### config.mk
export PLATFORM = sky130hd
export DESIGN_NAME = apdu_session_controller_flat
export DESIGN_NICKNAME = d
export VERILOG_FILES = /design/src/asc_pkg.sv /design/src/asc_if.sv /design/src/asc_cfg.sv /design/src/asc_step.sv /design/src/apdu_session_controller.sv /design/src/flat_wrapper.sv
export SDC_FILE = /design/constraint.sdc
export NUM_CORES = 1
export LEC_CHECK = 0
export BUFFER_PORTS_ARGS = -buffer_cell sky130_fd_sc_hd__buf_2
export CAP_MARGIN = 10
export CORE_UTILIZATION = 50
export CTS_BUF_LIST = sky130_fd_sc_hd__clkbuf_8
export DETAILED_ROUTE_END_ITERATION = 10
export GPL_ROUTABILITY_DRIVEN = 0
export MAX_ROUTING_LAYER = met4
export PLACE_DENSITY = 0.72
export SYNTH_ARGS = -nofsm -noshare
export SYNTH_HDL_FRONTEND = slang
export SYNTH_SLANG_ARGS = --single-unit
### constraint.sdc
create_clock -name clk -period 4.5 [get_ports clk]
set_input_delay 1.125 -clock clk [delete_from_list [all_inputs] [get_ports clk]]
set_output_delay 1.125 -clock clk [all_outputs]
set_load 0.02 [all_outputs]
### src/asc_pkg.sv
// ----------------------------------------------------------------------------
// asc_pkg: session controller shared types and codes
// Event and state codes, header constants, status bytes and the item types
// used by the command session controller.
// ----------------------------------------------------------------------------
package asc_pkg;

	// event codes
	localparam logic [2:0] ACT_TICK     = 3'd0;
	localparam logic [2:0] ACT_ACTIVATE = 3'd1;
	localparam logic [2:0] ACT_COMMAND  = 3'd2;
	localparam logic [2:0] ACT_RX_TMO   = 3'd3;
	localparam logic [2:0] ACT_FRM_ERR  = 3'd4;
	localparam logic [2:0] ACT_RELEASE  = 3'd5;

	// activation outcomes
	localparam logic [1:0] ACTV_OK  = 2'd0;
	localparam logic [1:0] ACTV_TMO = 2'd1;

	// error codes
	localparam logic [1:0] ERR_NONE     = 2'd0;
	localparam logic [1:0] ERR_ACT_TMO  = 2'd1;
	localparam logic [1:0] ERR_ACT_FAIL = 2'd2;

	// session states
	localparam logic [1:0] ST_IDLE = 2'd0;
	localparam logic [1:0] ST_ACT  = 2'd1;
	localparam logic [1:0] ST_HS   = 2'd2;
	localparam logic [1:0] ST_SEC  = 2'd3;

	// header
	localparam logic [8:0] HDR_LEN    = 9'd5;
	localparam logic [7:0] CLA_PROP   = 8'h80;
	localparam logic [7:0] INS_HS_INIT = 8'h10;
	localparam logic [7:0] INS_HS_FIN  = 8'h11;
	localparam logic [7:0] INS_PAYLOAD = 8'h20;
	localparam logic [7:0] INS_ABORT   = 8'h30;

	// status bytes
	localparam logic [7:0] SW1_OK      = 8'h90;
	localparam logic [7:0] SW1_CMD_NA  = 8'h69;
	localparam logic [7:0] SW1_BAD_PRM = 8'h6A;
	localparam logic [7:0] SW2_NONE    = 8'h00;
	localparam logic [7:0] SW2_BAD_LEN = 8'h80;
	localparam logic [7:0] SW2_BAD_CLA = 8'h81;
	localparam logic [7:0] SW2_SEC_NS  = 8'h82;
	localparam logic [7:0] SW2_COND_NS = 8'h85;

	// configuration registers
	localparam int unsigned CFG_IDX_W  = 1;
	localparam int unsigned CFG_DATA_W = 16;
	localparam logic [CFG_IDX_W-1:0] REG_HS_TIMEOUT = 1'b0;
	localparam logic [CFG_IDX_W-1:0] REG_PAY_LIMIT  = 1'b1;
	localparam logic [15:0] HS_TIMEOUT_RST = 16'd1000;
	localparam logic [7:0]  PAY_LIMIT_RST  = 8'd227;

	typedef struct packed {
		logic [15:0] hs_timeout;
		logic [7:0]  pay_limit;
	} cfg_t;

	typedef struct packed {
		logic [2:0] action;
		logic [1:0] activation_code;
		logic [8:0] frame_length;
		logic [7:0] class_byte;
		logic [7:0] instruction;
		logic [7:0] data_length;
		logic       app_accepts;
		logic       reply_sent;
	} in_item_t;

	typedef struct packed {
		logic       status_valid;
		logic [7:0] status_first;
		logic [7:0] status_second;
		logic       forward_to_app;
		logic       send_reply;
		logic       erase_keys;
		logic       link_abort;
		logic [1:0] session_state;
		logic [1:0] error_code;
	} out_item_t;

endpackage

### src/asc_if.sv
// ----------------------------------------------------------------------------
// asc_if: session controller channels
// Event channel and result channel, each with valid, ready and payload.
// ----------------------------------------------------------------------------
interface asc_in_if;
	logic       valid;
	logic       ready;
	logic [2:0] action;
	logic [1:0] activation_code;
	logic [8:0] frame_length;
	logic [7:0] class_byte;
	logic [7:0] instruction;
	logic [7:0] data_length;
	logic       app_accepts;
	logic       reply_sent;

	modport source (
		output valid, action, activation_code, frame_length, class_byte,
		       instruction, data_length, app_accepts, reply_sent,
		input  ready
	);
	modport sink (
		input  valid, action, activation_code, frame_length, class_byte,
		       instruction, data_length, app_accepts, reply_sent,
		output ready
	);
endinterface

interface asc_out_if;
	logic       valid;
	logic       ready;
	logic       status_valid;
	logic [7:0] status_first;
	logic [7:0] status_second;
	logic       forward_to_app;
	logic       send_reply;
	logic       erase_keys;
	logic       link_abort;
	logic [1:0] session_state;
	logic [1:0] error_code;

	modport source (
		output valid, status_valid, status_first, status_second, forward_to_app,
		       send_reply, erase_keys, link_abort, session_state, error_code,
		input  ready
	);
	modport sink (
		input  valid, status_valid, status_first, status_second, forward_to_app,
		       send_reply, erase_keys, link_abort, session_state, error_code,
		output ready
	);
endinterface

### src/asc_cfg.sv
// ----------------------------------------------------------------------------
// asc_cfg: configuration registers
// Handshake timeout and payload limit, written through a plain write port.
// ----------------------------------------------------------------------------
module asc_cfg (
	input  logic                               clk,
	input  logic                               arst_n,
	input  logic                               wr_en,
	input  logic [asc_pkg::CFG_IDX_W-1:0]      wr_index,
	input  logic [asc_pkg::CFG_DATA_W-1:0]     wr_data,
	output asc_pkg::cfg_t                      cfg
);
	logic [15:0] hs_timeout_q;
	logic [7:0]  pay_limit_q;

	always_ff @(posedge clk or negedge arst_n) begin
		if (!arst_n) begin
			hs_timeout_q <= asc_pkg::HS_TIMEOUT_RST;
			pay_limit_q  <= asc_pkg::PAY_LIMIT_RST;
		end else if (wr_en) begin
			case (wr_index)
				asc_pkg::REG_HS_TIMEOUT: hs_timeout_q <= wr_data[15:0];
				asc_pkg::REG_PAY_LIMIT:  pay_limit_q  <= wr_data[7:0];
				default: ;
			endcase
		end
	end

	assign cfg.hs_timeout = hs_timeout_q;
	assign cfg.pay_limit  = pay_limit_q;
endmodule

### src/asc_step.sv
// ----------------------------------------------------------------------------
// asc_step: session state and event evaluation
// Holds the session state and handshake tick count, evaluates one event
// against them and commits the new state when the event advances.
// ----------------------------------------------------------------------------
module asc_step (
	input  logic                 clk,
	input  logic                 arst_n,
	input  logic                 en,
	input  asc_pkg::in_item_t    item,
	input  asc_pkg::cfg_t        cfg,
	output asc_pkg::out_item_t   res
);
	logic [1:0]  state_q;
	logic [15:0] remaining_q;
	logic [1:0]  state_d;
	logic [15:0] remaining_d;
	logic [7:0]  want_ins;
	logic        len_match;

	assign len_match = ({1'b0, item.data_length} == (item.frame_length - asc_pkg::HDR_LEN));

	always_comb begin
		case (state_q)
			asc_pkg::ST_ACT: want_ins = asc_pkg::INS_HS_INIT;
			asc_pkg::ST_HS:  want_ins = asc_pkg::INS_HS_FIN;
			default:         want_ins = asc_pkg::INS_PAYLOAD;
		endcase
	end

	always_comb begin
		res               = '0;
		res.error_code    = asc_pkg::ERR_NONE;
		state_d           = state_q;
		remaining_d       = remaining_q;
		case (item.action)
			asc_pkg::ACT_TICK: begin
				if (state_q == asc_pkg::ST_HS) begin
					if (remaining_q <= 16'd1) begin
						res.erase_keys = 1'b1;
						res.link_abort = 1'b1;
						state_d        = asc_pkg::ST_IDLE;
						remaining_d    = '0;
					end else begin
						remaining_d = remaining_q - 16'd1;
					end
				end
			end
			asc_pkg::ACT_ACTIVATE: begin
				if (state_q == asc_pkg::ST_IDLE) begin
					if (item.activation_code == asc_pkg::ACTV_OK)
						state_d = asc_pkg::ST_ACT;
					else if (item.activation_code == asc_pkg::ACTV_TMO)
						res.error_code = asc_pkg::ERR_ACT_TMO;
					else
						res.error_code = asc_pkg::ERR_ACT_FAIL;
				end
			end
			asc_pkg::ACT_COMMAND: begin
				if (state_q == asc_pkg::ST_IDLE) begin
					state_d = state_q;
				end else if (item.frame_length < asc_pkg::HDR_LEN) begin
					res.status_valid  = 1'b1;
					res.status_first  = asc_pkg::SW1_BAD_PRM;
					res.status_second = asc_pkg::SW2_BAD_LEN;
				end else if (item.class_byte != asc_pkg::CLA_PROP) begin
					res.status_valid  = 1'b1;
					res.status_first  = asc_pkg::SW1_BAD_PRM;
					res.status_second = asc_pkg::SW2_BAD_CLA;
				end else if (!len_match) begin
					res.status_valid  = 1'b1;
					res.status_first  = asc_pkg::SW1_BAD_PRM;
					res.status_second = asc_pkg::SW2_BAD_LEN;
				end else if (item.instruction == asc_pkg::INS_ABORT) begin
					res.status_valid  = 1'b1;
					res.status_first  = asc_pkg::SW1_OK;
					res.status_second = asc_pkg::SW2_NONE;
					res.erase_keys    = 1'b1;
					res.link_abort    = 1'b1;
					state_d           = asc_pkg::ST_IDLE;
					remaining_d       = '0;
				end else if (item.instruction != want_ins) begin
					res.status_valid  = 1'b1;
					res.status_first  = asc_pkg::SW1_CMD_NA;
					res.status_second = asc_pkg::SW2_COND_NS;
				end else if (state_q == asc_pkg::ST_SEC
				             && item.data_length > cfg.pay_limit) begin
					res.status_valid  = 1'b1;
					res.status_first  = asc_pkg::SW1_BAD_PRM;
					res.status_second = asc_pkg::SW2_BAD_LEN;
				end else begin
					res.forward_to_app = 1'b1;
					if (!item.app_accepts) begin
						res.status_valid  = 1'b1;
						res.status_first  = asc_pkg::SW1_CMD_NA;
						res.status_second = asc_pkg::SW2_SEC_NS;
						res.erase_keys    = 1'b1;
						res.link_abort    = 1'b1;
						state_d           = asc_pkg::ST_IDLE;
						remaining_d       = '0;
					end else if (state_q == asc_pkg::ST_HS) begin
						res.status_valid  = 1'b1;
						res.status_first  = asc_pkg::SW1_OK;
						res.status_second = asc_pkg::SW2_NONE;
						state_d           = asc_pkg::ST_SEC;
						remaining_d       = '0;
					end else if (!item.reply_sent) begin
						res.erase_keys = 1'b1;
						res.link_abort = 1'b1;
						state_d        = asc_pkg::ST_IDLE;
						remaining_d    = '0;
					end else begin
						res.send_reply = 1'b1;
						if (state_q == asc_pkg::ST_ACT) begin
							state_d     = asc_pkg::ST_HS;
							remaining_d = cfg.hs_timeout;
						end
					end
				end
			end
			asc_pkg::ACT_RX_TMO, asc_pkg::ACT_RELEASE: begin
				if (state_q != asc_pkg::ST_IDLE) begin
					res.erase_keys = 1'b1;
					res.link_abort = 1'b1;
					state_d        = asc_pkg::ST_IDLE;
					remaining_d    = '0;
				end
			end
			asc_pkg::ACT_FRM_ERR: begin
				if (state_q == asc_pkg::ST_ACT || state_q == asc_pkg::ST_SEC) begin
					res.erase_keys = 1'b1;
					res.link_abort = 1'b1;
					state_d        = asc_pkg::ST_IDLE;
					remaining_d    = '0;
				end
			end
			default: ;
		endcase
		res.session_state = state_d;
	end

	always_ff @(posedge clk or negedge arst_n) begin
		if (!arst_n) begin
			state_q     <= asc_pkg::ST_IDLE;
			remaining_q <= '0;
		end else if (en) begin
			state_q     <= state_d;
			remaining_q <= remaining_d;
		end
	end

	a_abort_to_idle: assert property (@(posedge clk) disable iff (!arst_n)
		en && res.link_abort |=> state_q == asc_pkg::ST_IDLE)
		else $error("abort did not return the session to idle");

	a_hold_when_idle: assert property (@(posedge clk) disable iff (!arst_n)
		!en |=> $stable(state_q) && $stable(remaining_q))
		else $error("session state changed without an event");

	a_count_only_in_hs: assert property (@(posedge clk) disable iff (!arst_n)
		state_q != asc_pkg::ST_HS |-> remaining_q == 16'd0)
		else $error("tick count held outside handshake");

	a_no_forward_idle: assert property (@(posedge clk) disable iff (!arst_n)
		en && res.forward_to_app |-> state_q != asc_pkg::ST_IDLE)
		else $error("command forwarded with no link up");
endmodule

### src/apdu_session_controller.sv
// ----------------------------------------------------------------------------
// apdu_session_controller: command session sequencer
// Registers each event, evaluates it against the session state and presents
// one result item per event.
// ----------------------------------------------------------------------------
// One event is taken per clock cycle while the result channel does not stall,
// and each gives exactly one result. The rate is set by the session state
// update, which evaluates and commits one event between the event register and
// the result register; the result register lets the next event in while a
// finished result waits on the result channel.
module apdu_session_controller (
	input  logic                            clk,
	input  logic                            arst_n,
	asc_in_if.sink                          in_ch,
	asc_out_if.source                       out_ch,
	input  logic                            wr_en,
	input  logic [asc_pkg::CFG_IDX_W-1:0]   wr_index,
	input  logic [asc_pkg::CFG_DATA_W-1:0]  wr_data
);
	asc_pkg::cfg_t      cfg;
	asc_pkg::in_item_t  item_s1;
	logic               valid_s1;
	asc_pkg::out_item_t res;
	asc_pkg::out_item_t res_s2;
	logic               valid_s2;
	logic               adv;
	logic               in_xfer;

	assign adv          = valid_s1 && (!valid_s2 || out_ch.ready);
	assign in_ch.ready  = !valid_s1 || adv;
	assign in_xfer      = in_ch.valid && in_ch.ready;

	always_ff @(posedge clk or negedge arst_n) begin
		if (!arst_n) begin
			valid_s1 <= 1'b0;
			valid_s2 <= 1'b0;
		end else begin
			if (in_xfer)
				valid_s1 <= 1'b1;
			else if (adv)
				valid_s1 <= 1'b0;
			if (adv)
				valid_s2 <= 1'b1;
			else if (out_ch.ready)
				valid_s2 <= 1'b0;
		end
	end

	always_ff @(posedge clk) begin
		if (in_xfer) begin
			item_s1.action          <= in_ch.action;
			item_s1.activation_code <= in_ch.activation_code;
			item_s1.frame_length    <= in_ch.frame_length;
			item_s1.class_byte      <= in_ch.class_byte;
			item_s1.instruction     <= in_ch.instruction;
			item_s1.data_length     <= in_ch.data_length;
			item_s1.app_accepts     <= in_ch.app_accepts;
			item_s1.reply_sent      <= in_ch.reply_sent;
		end
		if (adv)
			res_s2 <= res;
	end

	asc_cfg u_cfg (
		.clk      (clk),
		.arst_n   (arst_n),
		.wr_en    (wr_en),
		.wr_index (wr_index),
		.wr_data  (wr_data),
		.cfg      (cfg)
	);

	asc_step u_step (
		.clk    (clk),
		.arst_n (arst_n),
		.en     (adv),
		.item   (item_s1),
		.cfg    (cfg),
		.res    (res)
	);

	assign out_ch.valid          = valid_s2;
	assign out_ch.status_valid   = res_s2.status_valid;
	assign out_ch.status_first   = res_s2.status_first;
	assign out_ch.status_second  = res_s2.status_second;
	assign out_ch.forward_to_app = res_s2.forward_to_app;
	assign out_ch.send_reply     = res_s2.send_reply;
	assign out_ch.erase_keys     = res_s2.erase_keys;
	assign out_ch.link_abort     = res_s2.link_abort;
	assign out_ch.session_state  = res_s2.session_state;
	assign out_ch.error_code     = res_s2.error_code;
endmodule

### src/flat_wrapper.sv
// flat-port wrapper written by rule: the top's interface ports become plain ports
module apdu_session_controller_flat 
  (clk, arst_n, wr_en, wr_index, wr_data, in_ch_valid, in_ch_action, in_ch_activation_code, in_ch_frame_length, in_ch_class_byte, in_ch_instruction, in_ch_data_length, in_ch_app_accepts, in_ch_reply_sent, in_ch_ready, out_ch_valid, out_ch_status_valid, out_ch_status_first, out_ch_status_second, out_ch_forward_to_app, out_ch_send_reply, out_ch_erase_keys, out_ch_link_abort, out_ch_session_state, out_ch_error_code, out_ch_ready);
  asc_in_if in_ch_i ();
  asc_out_if out_ch_i ();
  input  logic clk;
  input  logic arst_n;
  input  logic wr_en;
  input  logic [asc_pkg::CFG_IDX_W-1:0] wr_index;
  input  logic [asc_pkg::CFG_DATA_W-1:0] wr_data;
  input wire logic [$bits(in_ch_i.valid)-1:0] in_ch_valid;
  input wire logic [$bits(in_ch_i.action)-1:0] in_ch_action;
  input wire logic [$bits(in_ch_i.activation_code)-1:0] in_ch_activation_code;
  input wire logic [$bits(in_ch_i.frame_length)-1:0] in_ch_frame_length;
  input wire logic [$bits(in_ch_i.class_byte)-1:0] in_ch_class_byte;
  input wire logic [$bits(in_ch_i.instruction)-1:0] in_ch_instruction;
  input wire logic [$bits(in_ch_i.data_length)-1:0] in_ch_data_length;
  input wire logic [$bits(in_ch_i.app_accepts)-1:0] in_ch_app_accepts;
  input wire logic [$bits(in_ch_i.reply_sent)-1:0] in_ch_reply_sent;
  output wire logic [$bits(in_ch_i.ready)-1:0] in_ch_ready;
  output wire logic [$bits(out_ch_i.valid)-1:0] out_ch_valid;
  output wire logic [$bits(out_ch_i.status_valid)-1:0] out_ch_status_valid;
  output wire logic [$bits(out_ch_i.status_first)-1:0] out_ch_status_first;
  output wire logic [$bits(out_ch_i.status_second)-1:0] out_ch_status_second;
  output wire logic [$bits(out_ch_i.forward_to_app)-1:0] out_ch_forward_to_app;
  output wire logic [$bits(out_ch_i.send_reply)-1:0] out_ch_send_reply;
  output wire logic [$bits(out_ch_i.erase_keys)-1:0] out_ch_erase_keys;
  output wire logic [$bits(out_ch_i.link_abort)-1:0] out_ch_link_abort;
  output wire logic [$bits(out_ch_i.session_state)-1:0] out_ch_session_state;
  output wire logic [$bits(out_ch_i.error_code)-1:0] out_ch_error_code;
  input wire logic [$bits(out_ch_i.ready)-1:0] out_ch_ready;
  assign in_ch_i.valid = in_ch_valid;
  assign in_ch_i.action = in_ch_action;
  assign in_ch_i.activation_code = in_ch_activation_code;
  assign in_ch_i.frame_length = in_ch_frame_length;
  assign in_ch_i.class_byte = in_ch_class_byte;
  assign in_ch_i.instruction = in_ch_instruction;
  assign in_ch_i.data_length = in_ch_data_length;
  assign in_ch_i.app_accepts = in_ch_app_accepts;
  assign in_ch_i.reply_sent = in_ch_reply_sent;
  assign in_ch_ready = in_ch_i.ready;
  assign out_ch_valid = out_ch_i.valid;
  assign out_ch_status_valid = out_ch_i.status_valid;
  assign out_ch_status_first = out_ch_i.status_first;
  assign out_ch_status_second = out_ch_i.status_second;
  assign out_ch_forward_to_app = out_ch_i.forward_to_app;
  assign out_ch_send_reply = out_ch_i.send_reply;
  assign out_ch_erase_keys = out_ch_i.erase_keys;
  assign out_ch_link_abort = out_ch_i.link_abort;
  assign out_ch_session_state = out_ch_i.session_state;
  assign out_ch_error_code = out_ch_i.error_code;
  assign out_ch_i.ready = out_ch_ready;
  apdu_session_controller u_core (.clk(clk), .arst_n(arst_n), .in_ch(in_ch_i), .out_ch(out_ch_i), .wr_en(wr_en), .wr_index(wr_index), .wr_data(wr_data));
endmodule
==> metrics.yaml, run 1 <==
status:
  status: "finished clean"
timing:
  final-max-slew-violation-count: 0
  fin_worst_skew_ps: 13.56
  rsz0062_at_grt: "false"
  slew_headroom_pct: 34.41
  fin_crit_sh_pct: 64.59
  setup_viol: 0
  fin_tns_setup_ps: 0
  final_hold_viol_count: 0
  fin_crit_ps: 2907
  hold-worst-slack_ps: 519.0
  worst_slew_pin_slew_ps: 983.8
  fmax_mhz: 344.0
grt:
  grt_overflow: 0
  grt_pass1_vias: 3642
  grt_first_pass_wirelength_microns: 16960
  grt_max_degree: 45
  antenna_found_initial: 0
  grt_use_total_pct: 21.95
power_and_ir_drop:
  power_density_nw_per_um2: 375.0
  irDropWorstVdd_mv: 0.2939
  p_leak_nw: 2.281
route:
  drc: 0
  ant_nets: 0
  viasPerCell: 5.642
  topRoutingLayerUsed: "met4"
  drt-total-wl_microns: 10280
  routedLengthMet1_microns: 4575
  drtIter0Drc: 268
  met2WireLength_microns: 4773
  firstDrtPassIters: 9
  avgRoutedWirePerCell_microns: 15.39
  wl_met3_microns: 696
  route.vias.total: 3769
finish:
  antennaDiodeCount: 0
  fin_nets: 609
  final_common_cell: "buf_2"
  syn_to_final_growth_pct: 12.61
  area.sequential_sq_um: 2766
  final_cell_mix: "83 x buf_2, 55 x edfxtp_1, 36 x nand2_1, 36 x nor2_1, 33 x dfrtp_1"
  multi_input_area_sq_um: 2123
  drive_gt1_share_pct: 27.48
  instances_no_fill: 668
  nFillCells: 841
synth:
  syn_area_per_cell_sq_um: 11.23
  yosysSeqAreaShare_pct: 54.15
  syn_area_sq_um: 5109
  synthDominantCellAreaShare_pct: 32.33
  ys_types: 56
  yosys_warnings: 0
  synth_ff_type: "edfxtp_1"
  synth_area_leaders: "edfxtp_1 32%, dfrtp_1 16%, dfstp_2 5.7%, mux2_2 5.5%, ha_1 4.2%"
  async_reset_ff_share_pct: 44.44
  synth_edf_count: 55
  ys_seq_elements: 99
  syn_inst: 455
  yosys.area.top_type: "edfxtp_1"
die:
  core_sq_um: 9819
  dieArea_sq_um: 10630
  row_count: 36
  io_pins: 89
  die_w_microns: 103.1
  start_util_pct: 52.03
  die_y_microns: 103.1
min_path:
  hold_path_depth: 1
  min_from: "u_core.u_cfg.pay_limit_q[3]"
  whs_endpoint: "u_core.u_cfg.pay_limit_q[3]"
  hold_path_class: "reg -> reg"
cts:
  clock_insertion_delay_worst_skew_ps: 380
  cts-buffers-inserted: 9
  hold_buffers: 0
  htreeDepth: 3
  clock_path_buffers: 2
  cts_setup_buffers: 0
  cts_tree: "yes"
  cts_resized: 0
  clock_sinks: 99
  clkTransAtPathRegs_ps: 100
  root_buffer: "clkbuf_8"
placed_design:
  port_buffers: 83
  dp_hpwl_microns: 7463
  place_inst: 652
setup_path:
  critPathSlowestCell: "a21oi_1"
  crit_path_max_fanout: 10
  required_ps: 4620
  worstPathCellList: "inv_1 -> ha_1 -> a211o_1 -> a21oi_1 -> nand3_1 -> a21oi_1 -> nand2_1 -> nor4b_1 -> nor2_1"
  r2r_cells: 9
  timing.rr.start: "u_core.u_cfg.pay_limit_q[5]"
  end_kind: "flip-flop"
  critPathArrivalTime_ps: 3030
  critPathKind: "reg -> reg"
  cpMostUsedCell: "a21oi_1"
  r2r_slack_ps: 1590
  cp_slowest_stage_delay_ps: 630
  critPathLaunchType: "flip-flop"
  cp_num_buf_inv: 1
  path_delay_family: "compound AO/OA/AOI/OAI gates"
  r2r_end: "u_core.out_ch.status_valid"
run:
  maxCapViolCount: 0
[synthesized netlist by cell type (4+ instances only)]
cell and count:
o221ai_1 9, nand3_1 9, a22oi_1 5, a31oi_1 5, and2_1 6, nor2_1 36, a21oi_1 27, dfstp_2 11
buf_4 10, o21ai_0 20, nor4_1 4, edfxtp_1 55, o21a_1 4, xor2_1 4, nand2b_1 5, nand4_1 4
inv_1 23, nor2b_1 6, clkbuf_1 11, xnor2_1 8, a32oi_1 9, nand2_1 36, ha_1 17, or3_1 4
mux2_2 25, o211ai_1 5, nor3_1 19, dfrtp_1 33, nand3b_1 4
[logic make-up after synthesis]
logic type                 after synthesis  share of synthesized area, %
AOI/OAI and AO/OA                      101                         13.81
xor gates and xnor gates                12                         2.057
adders and majority gates               17                         4.164
buffers and inverters                   48                         4.604
DFF                                     99                         54.15
muxes                                   28                         6.098
other                                    1                       0.07340
and+or+nand+nor                        149                         15.04
[layer usage]
| metal | up-vias | GRT usage, % |
|---|---|---|
| li1 | 1813 | - |
| met1 | 1775 | 27.58 |
| met2 | 153 | 33.79 |
| met3 | 28 | 6.780 |
| met4 | 0 | 7.476 |
| met5 | - | - |
[where the power goes]
group / leakage, nW / total [mW] / internal, mW / switching (mW)
registers: 1.03 / 1.22 / 1.10 / 0.112
logic: 1.15 / 0.422 / 0.175 / 0.247
clock network: 0.0994 / 0.520 / 0.217 / 0.303
[how the worst max path moves through the flow]
| stage | cells after the start | startpoint | endpoint | slack (ps) |
|---|---|---|---|---|
| 6_report | 9 | u_core.u_cfg.pay_limit_q[5] | u_core.out_ch.status_valid | 1590 |
| 5_1_grt | 9 | u_core.u_cfg.pay_limit_q[5] | u_core.out_ch.status_valid | 1250 |
| 3_5_place_dp | 9 | u_core.u_cfg.pay_limit_q[5] | u_core.out_ch.status_valid | 1670 |
| 4_1_cts | 9 | u_core.u_cfg.pay_limit_q[5] | u_core.out_ch.status_valid | 1620 |
| 2_1_floorplan | 2 | out_ch_ready | u_core.item_s1[0] | 1700 |
| 3_3_place_gp | 7 | out_ch_ready | u_core.u_step.remaining_q[7] | 1680 |
[area by class of cell]
| class | instances | area share, % |
|---|---|---|
| clock buffers | 10 | 2.392 |
| clock inverters | 6 | 0.7395 |
| inverters | 23 | 1.501 |
| multi-input cells | 312 | 36.91 |
| flip-flops and latches | 99 | 48.09 |
| well taps | 133 | 2.893 |
| repair buffers | 85 | 7.482 |
[state kept, by name (all words and copies together) (netlist names)]
register	count
u_core.item_s1	40
u_core.u_cfg.hs_timeout_q	16
u_core.u_step.remaining_q	16
u_core.u_cfg.pay_limit_q	8
u_core.out_ch.status_first	4
u_core.out_ch.status_second	3
u_core.out_ch.error_code	2
u_core.out_ch.session_state	2
u_core.u_step.state_q	2
u_core.out_ch.forward_to_app	1
u_core.out_ch.link_abort	1
u_core.out_ch.send_reply	1
u_core.out_ch.status_valid	1
u_core.out_ch.valid	1
u_core.valid_s1	1
[through the flow]
| stage | power, mW | instance area (sq um) | setup WS, ps | utilization (%) |
|---|---|---|---|---|
| final | 2.157 | 5753 | 1593 | 58.59 |
| after global routing | 2.282 | 5753 | 1246 | 58.59 |
| after CTS | 2.173 | 5753 | 1622 | 58.59 |
| after detailed placement | 1.652 | 5573 | 1670 | 56.75 |
| after global placement | 1.629 | 5573 | 1683 | 56.75 |
| after floorplan | 1.515 | 5124 | 1703 | - |
Note: power is estimated with default switching activity, not from simulation.
==> inputs of run 2 (changes only) <==
==> constraint.sdc (replaced) <==
create_clock -name clk -period 2.8 [get_ports clk]
set_input_delay 0.7 -clock clk [delete_from_list [all_inputs] [get_ports clk]]
set_output_delay 0.7 -clock clk [all_outputs]
set_load 0.02 [all_outputs]
==> run 2 against run 1 <==
Effect of this change: non-clock buffer count grew 14; critical path type unchanged; largest cell class unchanged; flip-flop and latch count is the same; die area is the same.
==> metrics.yaml, run 2 (same netlist as run 1, synthesis figures left out) <==
die:
  dieArea_sq_um: 10630
  start_util_pct: 52.03
  die_w_microns: 103.1
  row_count: 36
  core_sq_um: 9819
  die_y_microns: 103.1
  io_pins: 89
finish:
  syn_to_final_growth_pct: 15.99
  final_common_cell: "buf_2"
  fin_nets: 624
  largest_register_ffs: 40
  regMostFlops: "u_core.item_s1"
  stdcell_area_sq_um: 5926
  antennaDiodeCount: 0
  final_cell_mix: "83 x buf_2, 55 x edfxtp_1, 36 x nand2_1, 36 x nor2_1, 33 x dfrtp_1"
  drive_gt1_share_pct: 29.82
  top_regs: "u_core.item_s1 (40), u_core.u_cfg.hs_timeout_q (16), u_core.u_step.remaining_q (16)"
route:
  viasPerCell: 5.613
  drtIter0Drc: 266
  firstDrtPassIters: 6
  avgRoutedWirePerCell_microns: 15.98
  drt-total-wl_microns: 10920
  route.vias.total: 3834
  drc: 0
  ant_nets: 0
cts:
  clock_insertion_delay_worst_skew_ps: 370
  hold_buffers: 0
  root_buffer: "clkbuf_8"
  htreeDepth: 3
  clkTransAtPathRegs_ps: 100
  cts-buffers-inserted: 9
  clock_sinks: 99
  clock_path_buffers: 2
  cts_tree: "yes"
setup_path:
  cp_slowest_stage_delay_ps: 550
  critPathLaunchType: "flip-flop"
  worstPathCellList: "inv_1 -> ha_1 -> a211o_1 -> a21oi_1 -> a21oi_1 -> a211o_1 -> a31oi_4 -> o21ai_4 -> mux2_2"
  critPathKind: "reg -> reg"
  required_ps: 3050
  crit_path_max_fanout: 8
  critPathSlowestCell: "dfstp_2"
  critPathArrivalTime_ps: 2950
  end_kind: "flip-flop"
  r2r_cells: 9
timing:
  worst_slew_pin_slew_ps: 662.8
  fmax_mhz: 370.5
  final_hold_viol_count: 0
  fin_worst_skew_ps: 16.38
  setup_viol: 0
  final-max-slew-violation-count: 0
  fin_crit_sh_pct: 96.39
  slew_headroom_pct: 55.76
  fin_crit_ps: 2699
placed_design:
  port_buffers: 83
  placed_area_sq_um: 5683
  dp_hpwl_microns: 7793
min_path:
  hold_path_class: "in -> async"
power_and_ir_drop:
  p_total_mw: 3.618
  p_leak_nw: 2.367
  irDropWorstVdd_mv: 0.3680
  power_density_nw_per_um2: 610.5
grt:
  grt_pass1_vias: 3742
  grt_max_degree: 45
  grt_use_total_pct: 22.70
  grt_overflow: 0
  antenna_found_initial: 0
  grt_first_pass_wirelength_microns: 17750
status:
  status: "finished clean"
run:
  maxCapViolCount: 0
[run 2: cell count changes in the layout (fill, tap and decap cells not counted), sizes merged]
cell      change
buf          +14
bufinv        +2
clkinv        -2
clkinvlp      +2
clkbuf        -1
inv           -1
o21ai         +1
[run 2: cell type report]
| cell class | count | area (sq um) |
|---|---|---|
| Clock buffer | 9 | 123.9 |
| Timing Repair Buffer | 99 | 548.0 |
| Inverter | 23 | 86.33 |
| Sequential cell | 99 | 2766 |
| Multi-Input combinational cell | 313 | 2150 |
| Clock inverter | 7 | 85.08 |
| Fill cell | 848 | 3894 |
| Tap cell | 133 | 166.4 |
[run 2: worst paths after layout]
path / startpoint / end / slack (ps)
max: u_core.u_cfg.pay_limit_q[5] / u_core.u_step.remaining_q[7] / 100
min: arst_n / u_core.u_step.state_q[1] / 410
max reg2reg: u_core.u_cfg.pay_limit_q[5] / u_core.u_step.remaining_q[7] / 100
min reg2reg: u_core.valid_s1 / u_core.out_ch.valid / 490
max in group asynchronous: arst_n / u_core.u_cfg.pay_limit_q[7] / 2000
min in group clk: u_core.valid_s1 / u_core.out_ch.valid / 490
[run 2: report_power, final]
| group | switching [mW] | total [mW] | internal, mW | leakage [nW] |
|---|---|---|---|---|
| registers | 0.179 | 1.95 | 1.77 | 1.03 |
| logic | 0.412 | 0.708 | 0.296 | 1.23 |
| clock network | 0.466 | 0.959 | 0.493 | 0.108 |
[run 2: metal layers]
metal  vias up  global-route usage [%]  routed length, microns  share of wire [%]
met4         0                   6.067                     125                1.1
met5         -                       -                       0                  0
met1      1847                   29.70                    4884                 45
li1       1845                       -                       -                  -
met2       130                   36.00                    5265                 48
met3        12                   4.881                     642                5.9
[run 2: critical path: cells and delay by family (launching register included)]
kind	cells	cell delay, ps
flops	1	550
compound gates	6	1420
fa+ha+maj	1	290
buf+inv	1	40
mux	1	300
[run 2: repair_timing]
action | in CTS | in global routing
resized for setup | 0 | 3
setup endpoints to repair | 0 | 16
buffers inserted | 0 | 1
[run 2: per-stage QoR]
| stage | util [%] | worst slack (ps) | TNS [ps] | cells | hold slack [ps] |
|---|---|---|---|---|---|
| 5_1_grt | 60.35 | -8.357 | -14.01 | 683 | 447.9 |
| 2_1_floorplan | - | 277.9 | 0 | 459 | 404.4 |
| 3_5_place_dp | 57.87 | 89.10 | 0 | 665 | 479.0 |
| 3_3_place_gp | 57.87 | 179.5 | 0 | 665 | 473.6 |
| 6_report | 60.35 | 101.2 | 0 | 683 | 407.9 |
| 4_1_cts | 60.00 | 59.77 | 0 | 681 | 417.7 |
==> inputs of run 3 (changes only) <==
--- a/config.mk
+++ b/config.mk
@@ -7,8 +7,9 @@
 export LEC_CHECK = 0
 export BUFFER_PORTS_ARGS = -buffer_cell sky130_fd_sc_hd__buf_2
 export CAP_MARGIN = 10
+export CORE_MARGIN = 5
 export CORE_UTILIZATION = 50
-export CTS_BUF_LIST = sky130_fd_sc_hd__clkbuf_8
+export CTS_BUF_LIST = sky130_fd_sc_hd__clkbuf_4
 export DETAILED_ROUTE_END_ITERATION = 10
 export GPL_ROUTABILITY_DRIVEN = 0
 export MAX_ROUTING_LAYER = met4
==> constraint.sdc (replaced) <==
create_clock -name clk -period 2.6 [get_ports clk]
set_input_delay 0.65 -clock clk [delete_from_list [all_inputs] [get_ports clk]]
set_output_delay 0.65 -clock clk [all_outputs]
set_load 0.02 [all_outputs]
==> run 3 against run 2 <==
Effect of this change: utilization fell by 0.39 points; non-clock buffer count rose by 12; global-route usage is 3.9 points lower; flip-flop and latch count unchanged; largest power group unchanged.
==> metrics.yaml, run 3 (same netlist as run 1, synthesis figures left out) <==
status:
  status: "finished clean"
timing:
  fin_crit_ps: 2589
  rsz0062_at_grt: "true"
  fin_tns_setup_ps: 0
  fin_worst_skew_ps: 14.31
  fin_crit_sh_pct: 99.56
  setup_ws_ps: 11.44
  fmax_mhz: 386.3
  setup_viol: 0
  final-max-slew-violation-count: 0
  worst_slew_pin_slew_ps: 561.7
  slew_headroom_pct: 62.55
  final_hold_viol_count: 0
  hold-worst-slack_ps: 241.5
die:
  io_pins: 89
  core_sq_um: 10140
  start_util_pct: 50.39
  die_y_microns: 111.1
  row_count: 37
  die_w_microns: 111.1
  dieArea_sq_um: 12340
setup_path:
  critPathSlowestCell: "dfstp_2"
  cp_num_buf_inv: 2
  r2r_slack_ps: 10
  path_delay_family: "compound AO/OA/AOI/OAI gates"
  cp_slowest_stage_delay_ps: 570
  worstPathCellList: "inv_2 -> ha_4 -> a211o_1 -> a21oi_2 -> nand3_2 -> a211o_4 -> a211oi_4 -> buf_12 -> nand3b_1 -> o211ai_1"
  critPathKind: "reg -> reg"
  required_ps: 2940
  critPathLaunchType: "flip-flop"
  crit_path_max_fanout: 7
  end_kind: "flip-flop"
  cp.depth: 10
  r2r_cells: 10
  critPathArrivalTime_ps: 2930
placed_design:
  dp_slack_ps: -76.27
  port_buffers: 83
  place_inst: 679
  placed_area_sq_um: 5769
  dp_hpwl_microns: 8202
cts:
  clock_sinks: 99
  cts-buffers-inserted: 9
  clkTransAtPathRegs_ps: 140
  htreeDepth: 3
  clock_path_buffers: 2
  clock_insertion_delay_worst_skew_ps: 460
  root_buffer: "clkbuf_4"
  hold_buffers: 0
  cts_tree: "yes"
grt:
  antenna_found_initial: 0
  grt_use_total_pct: 18.80
  grt_first_pass_wirelength_microns: 18280
  grt_pass1_vias: 3774
  grt_max_degree: 45
  grt_overflow: 0
finish:
  largest_register_ffs: 40
  drive_gt1_share_pct: 34.76
  top_regs: "u_core.item_s1 (40), u_core.u_cfg.hs_timeout_q (16), u_core.u_step.remaining_q (16)"
  regMostFlops: "u_core.item_s1"
  final_common_cell: "buf_2"
  fin_nets: 635
  stdcell_area_sq_um: 6078
  antennaDiodeCount: 0
  syn_to_final_growth_pct: 18.98
  postLayoutCoreUtil_pct: 59.95
  nFillCells: 827
  final_cell_mix: "83 x buf_2, 55 x edfxtp_1, 36 x nand2_1, 36 x nor2_1, 33 x dfrtp_1"
  instances_no_fill: 697
power_and_ir_drop:
  p_total_mw: 3.743
  power_density_nw_per_um2: 615.8
  p_leak_nw: 2.418
  irDropWorstVdd_mv: 0.2869
route:
  ant_nets: 0
  viasPerCell: 5.654
  drtIter0Drc: 214
  route.vias.total: 3941
  firstDrtPassIters: 5
  drc: 0
  avgRoutedWirePerCell_microns: 16.30
  drt-total-wl_microns: 11360
min_path:
  hold_path_class: "in -> async"
run:
  maxCapViolCount: 0
[run 3: cell count changes in the layout (fill, tap and decap cells not counted), sizes merged]
cell      before  now
clkinvlp       2    0
o21ai         24   23
clkbuf         9   13
bufinv         2    1
clkinv         1    2
inv           25   24
buf           99  110
[run 3: path summary, 6_finish.rpt]
| path | start | to |
|---|---|---|
| max in group asynchronous | arst_n | u_core.u_cfg.pay_limit_q[6] |
| min in group clk | in_ch_data_length[0] | u_core.item_s1[2] |
| min reg2reg | u_core.valid_s1 | u_core.out_ch.valid |
| min | arst_n | u_core.u_cfg.hs_timeout_q[12] |
| max | u_core.u_cfg.pay_limit_q[5] | u_core.u_step.remaining_q[9] |
| max reg2reg | u_core.u_cfg.pay_limit_q[5] | u_core.u_step.remaining_q[9] |
[run 3: final cells by class]
cell class                      instances  area [sq um]  share of cell area, %
Timing Repair Buffer                  111         655.6                  10.79
Inverter                               23         86.33                  1.420
Sequential cell                        99          2766                  45.51
Clock inverter                          4         43.79                 0.7205
Tap cell                              136         170.2                  2.800
Multi-Input combinational cell        312          2266                  37.28
Clock buffer                           12         90.09                  1.482
[run 3: worst reg2reg max path: cells and delay by family, from the launching register on]
kind,cells,cell delay (ps)
DFF,1,570
adders and majority gates,1,200
AOI/OAI and AO/OA,5,1250
and+or+nand+nor,2,230
buffers and inverters,2,220
[run 3: layer usage]
layer	wire length (microns)	track usage (%)	part of all wire, %
met1	4994	24.54	44
met2	5384	29.00	47
met3	755	4.258	6.6
met4	224	6.813	2.0
met5	0	-	0
[run 3: report_power, final]
part           switching (mW)  internal (mW)  total, mW
Combinational           0.474          0.359      0.832
Clock                   0.491          0.322      0.813
Sequential              0.192           1.91       2.10
Total                    1.16           2.59       3.74
[run 3: timing repair]
action / in CTS / in global routing
buffers inserted: 0 / 1
endpoints found under the setup margin: 9 / 21
pin swaps: 2 / 6
gates cloned: 0 / 1
gates resized for setup: 5 / 18
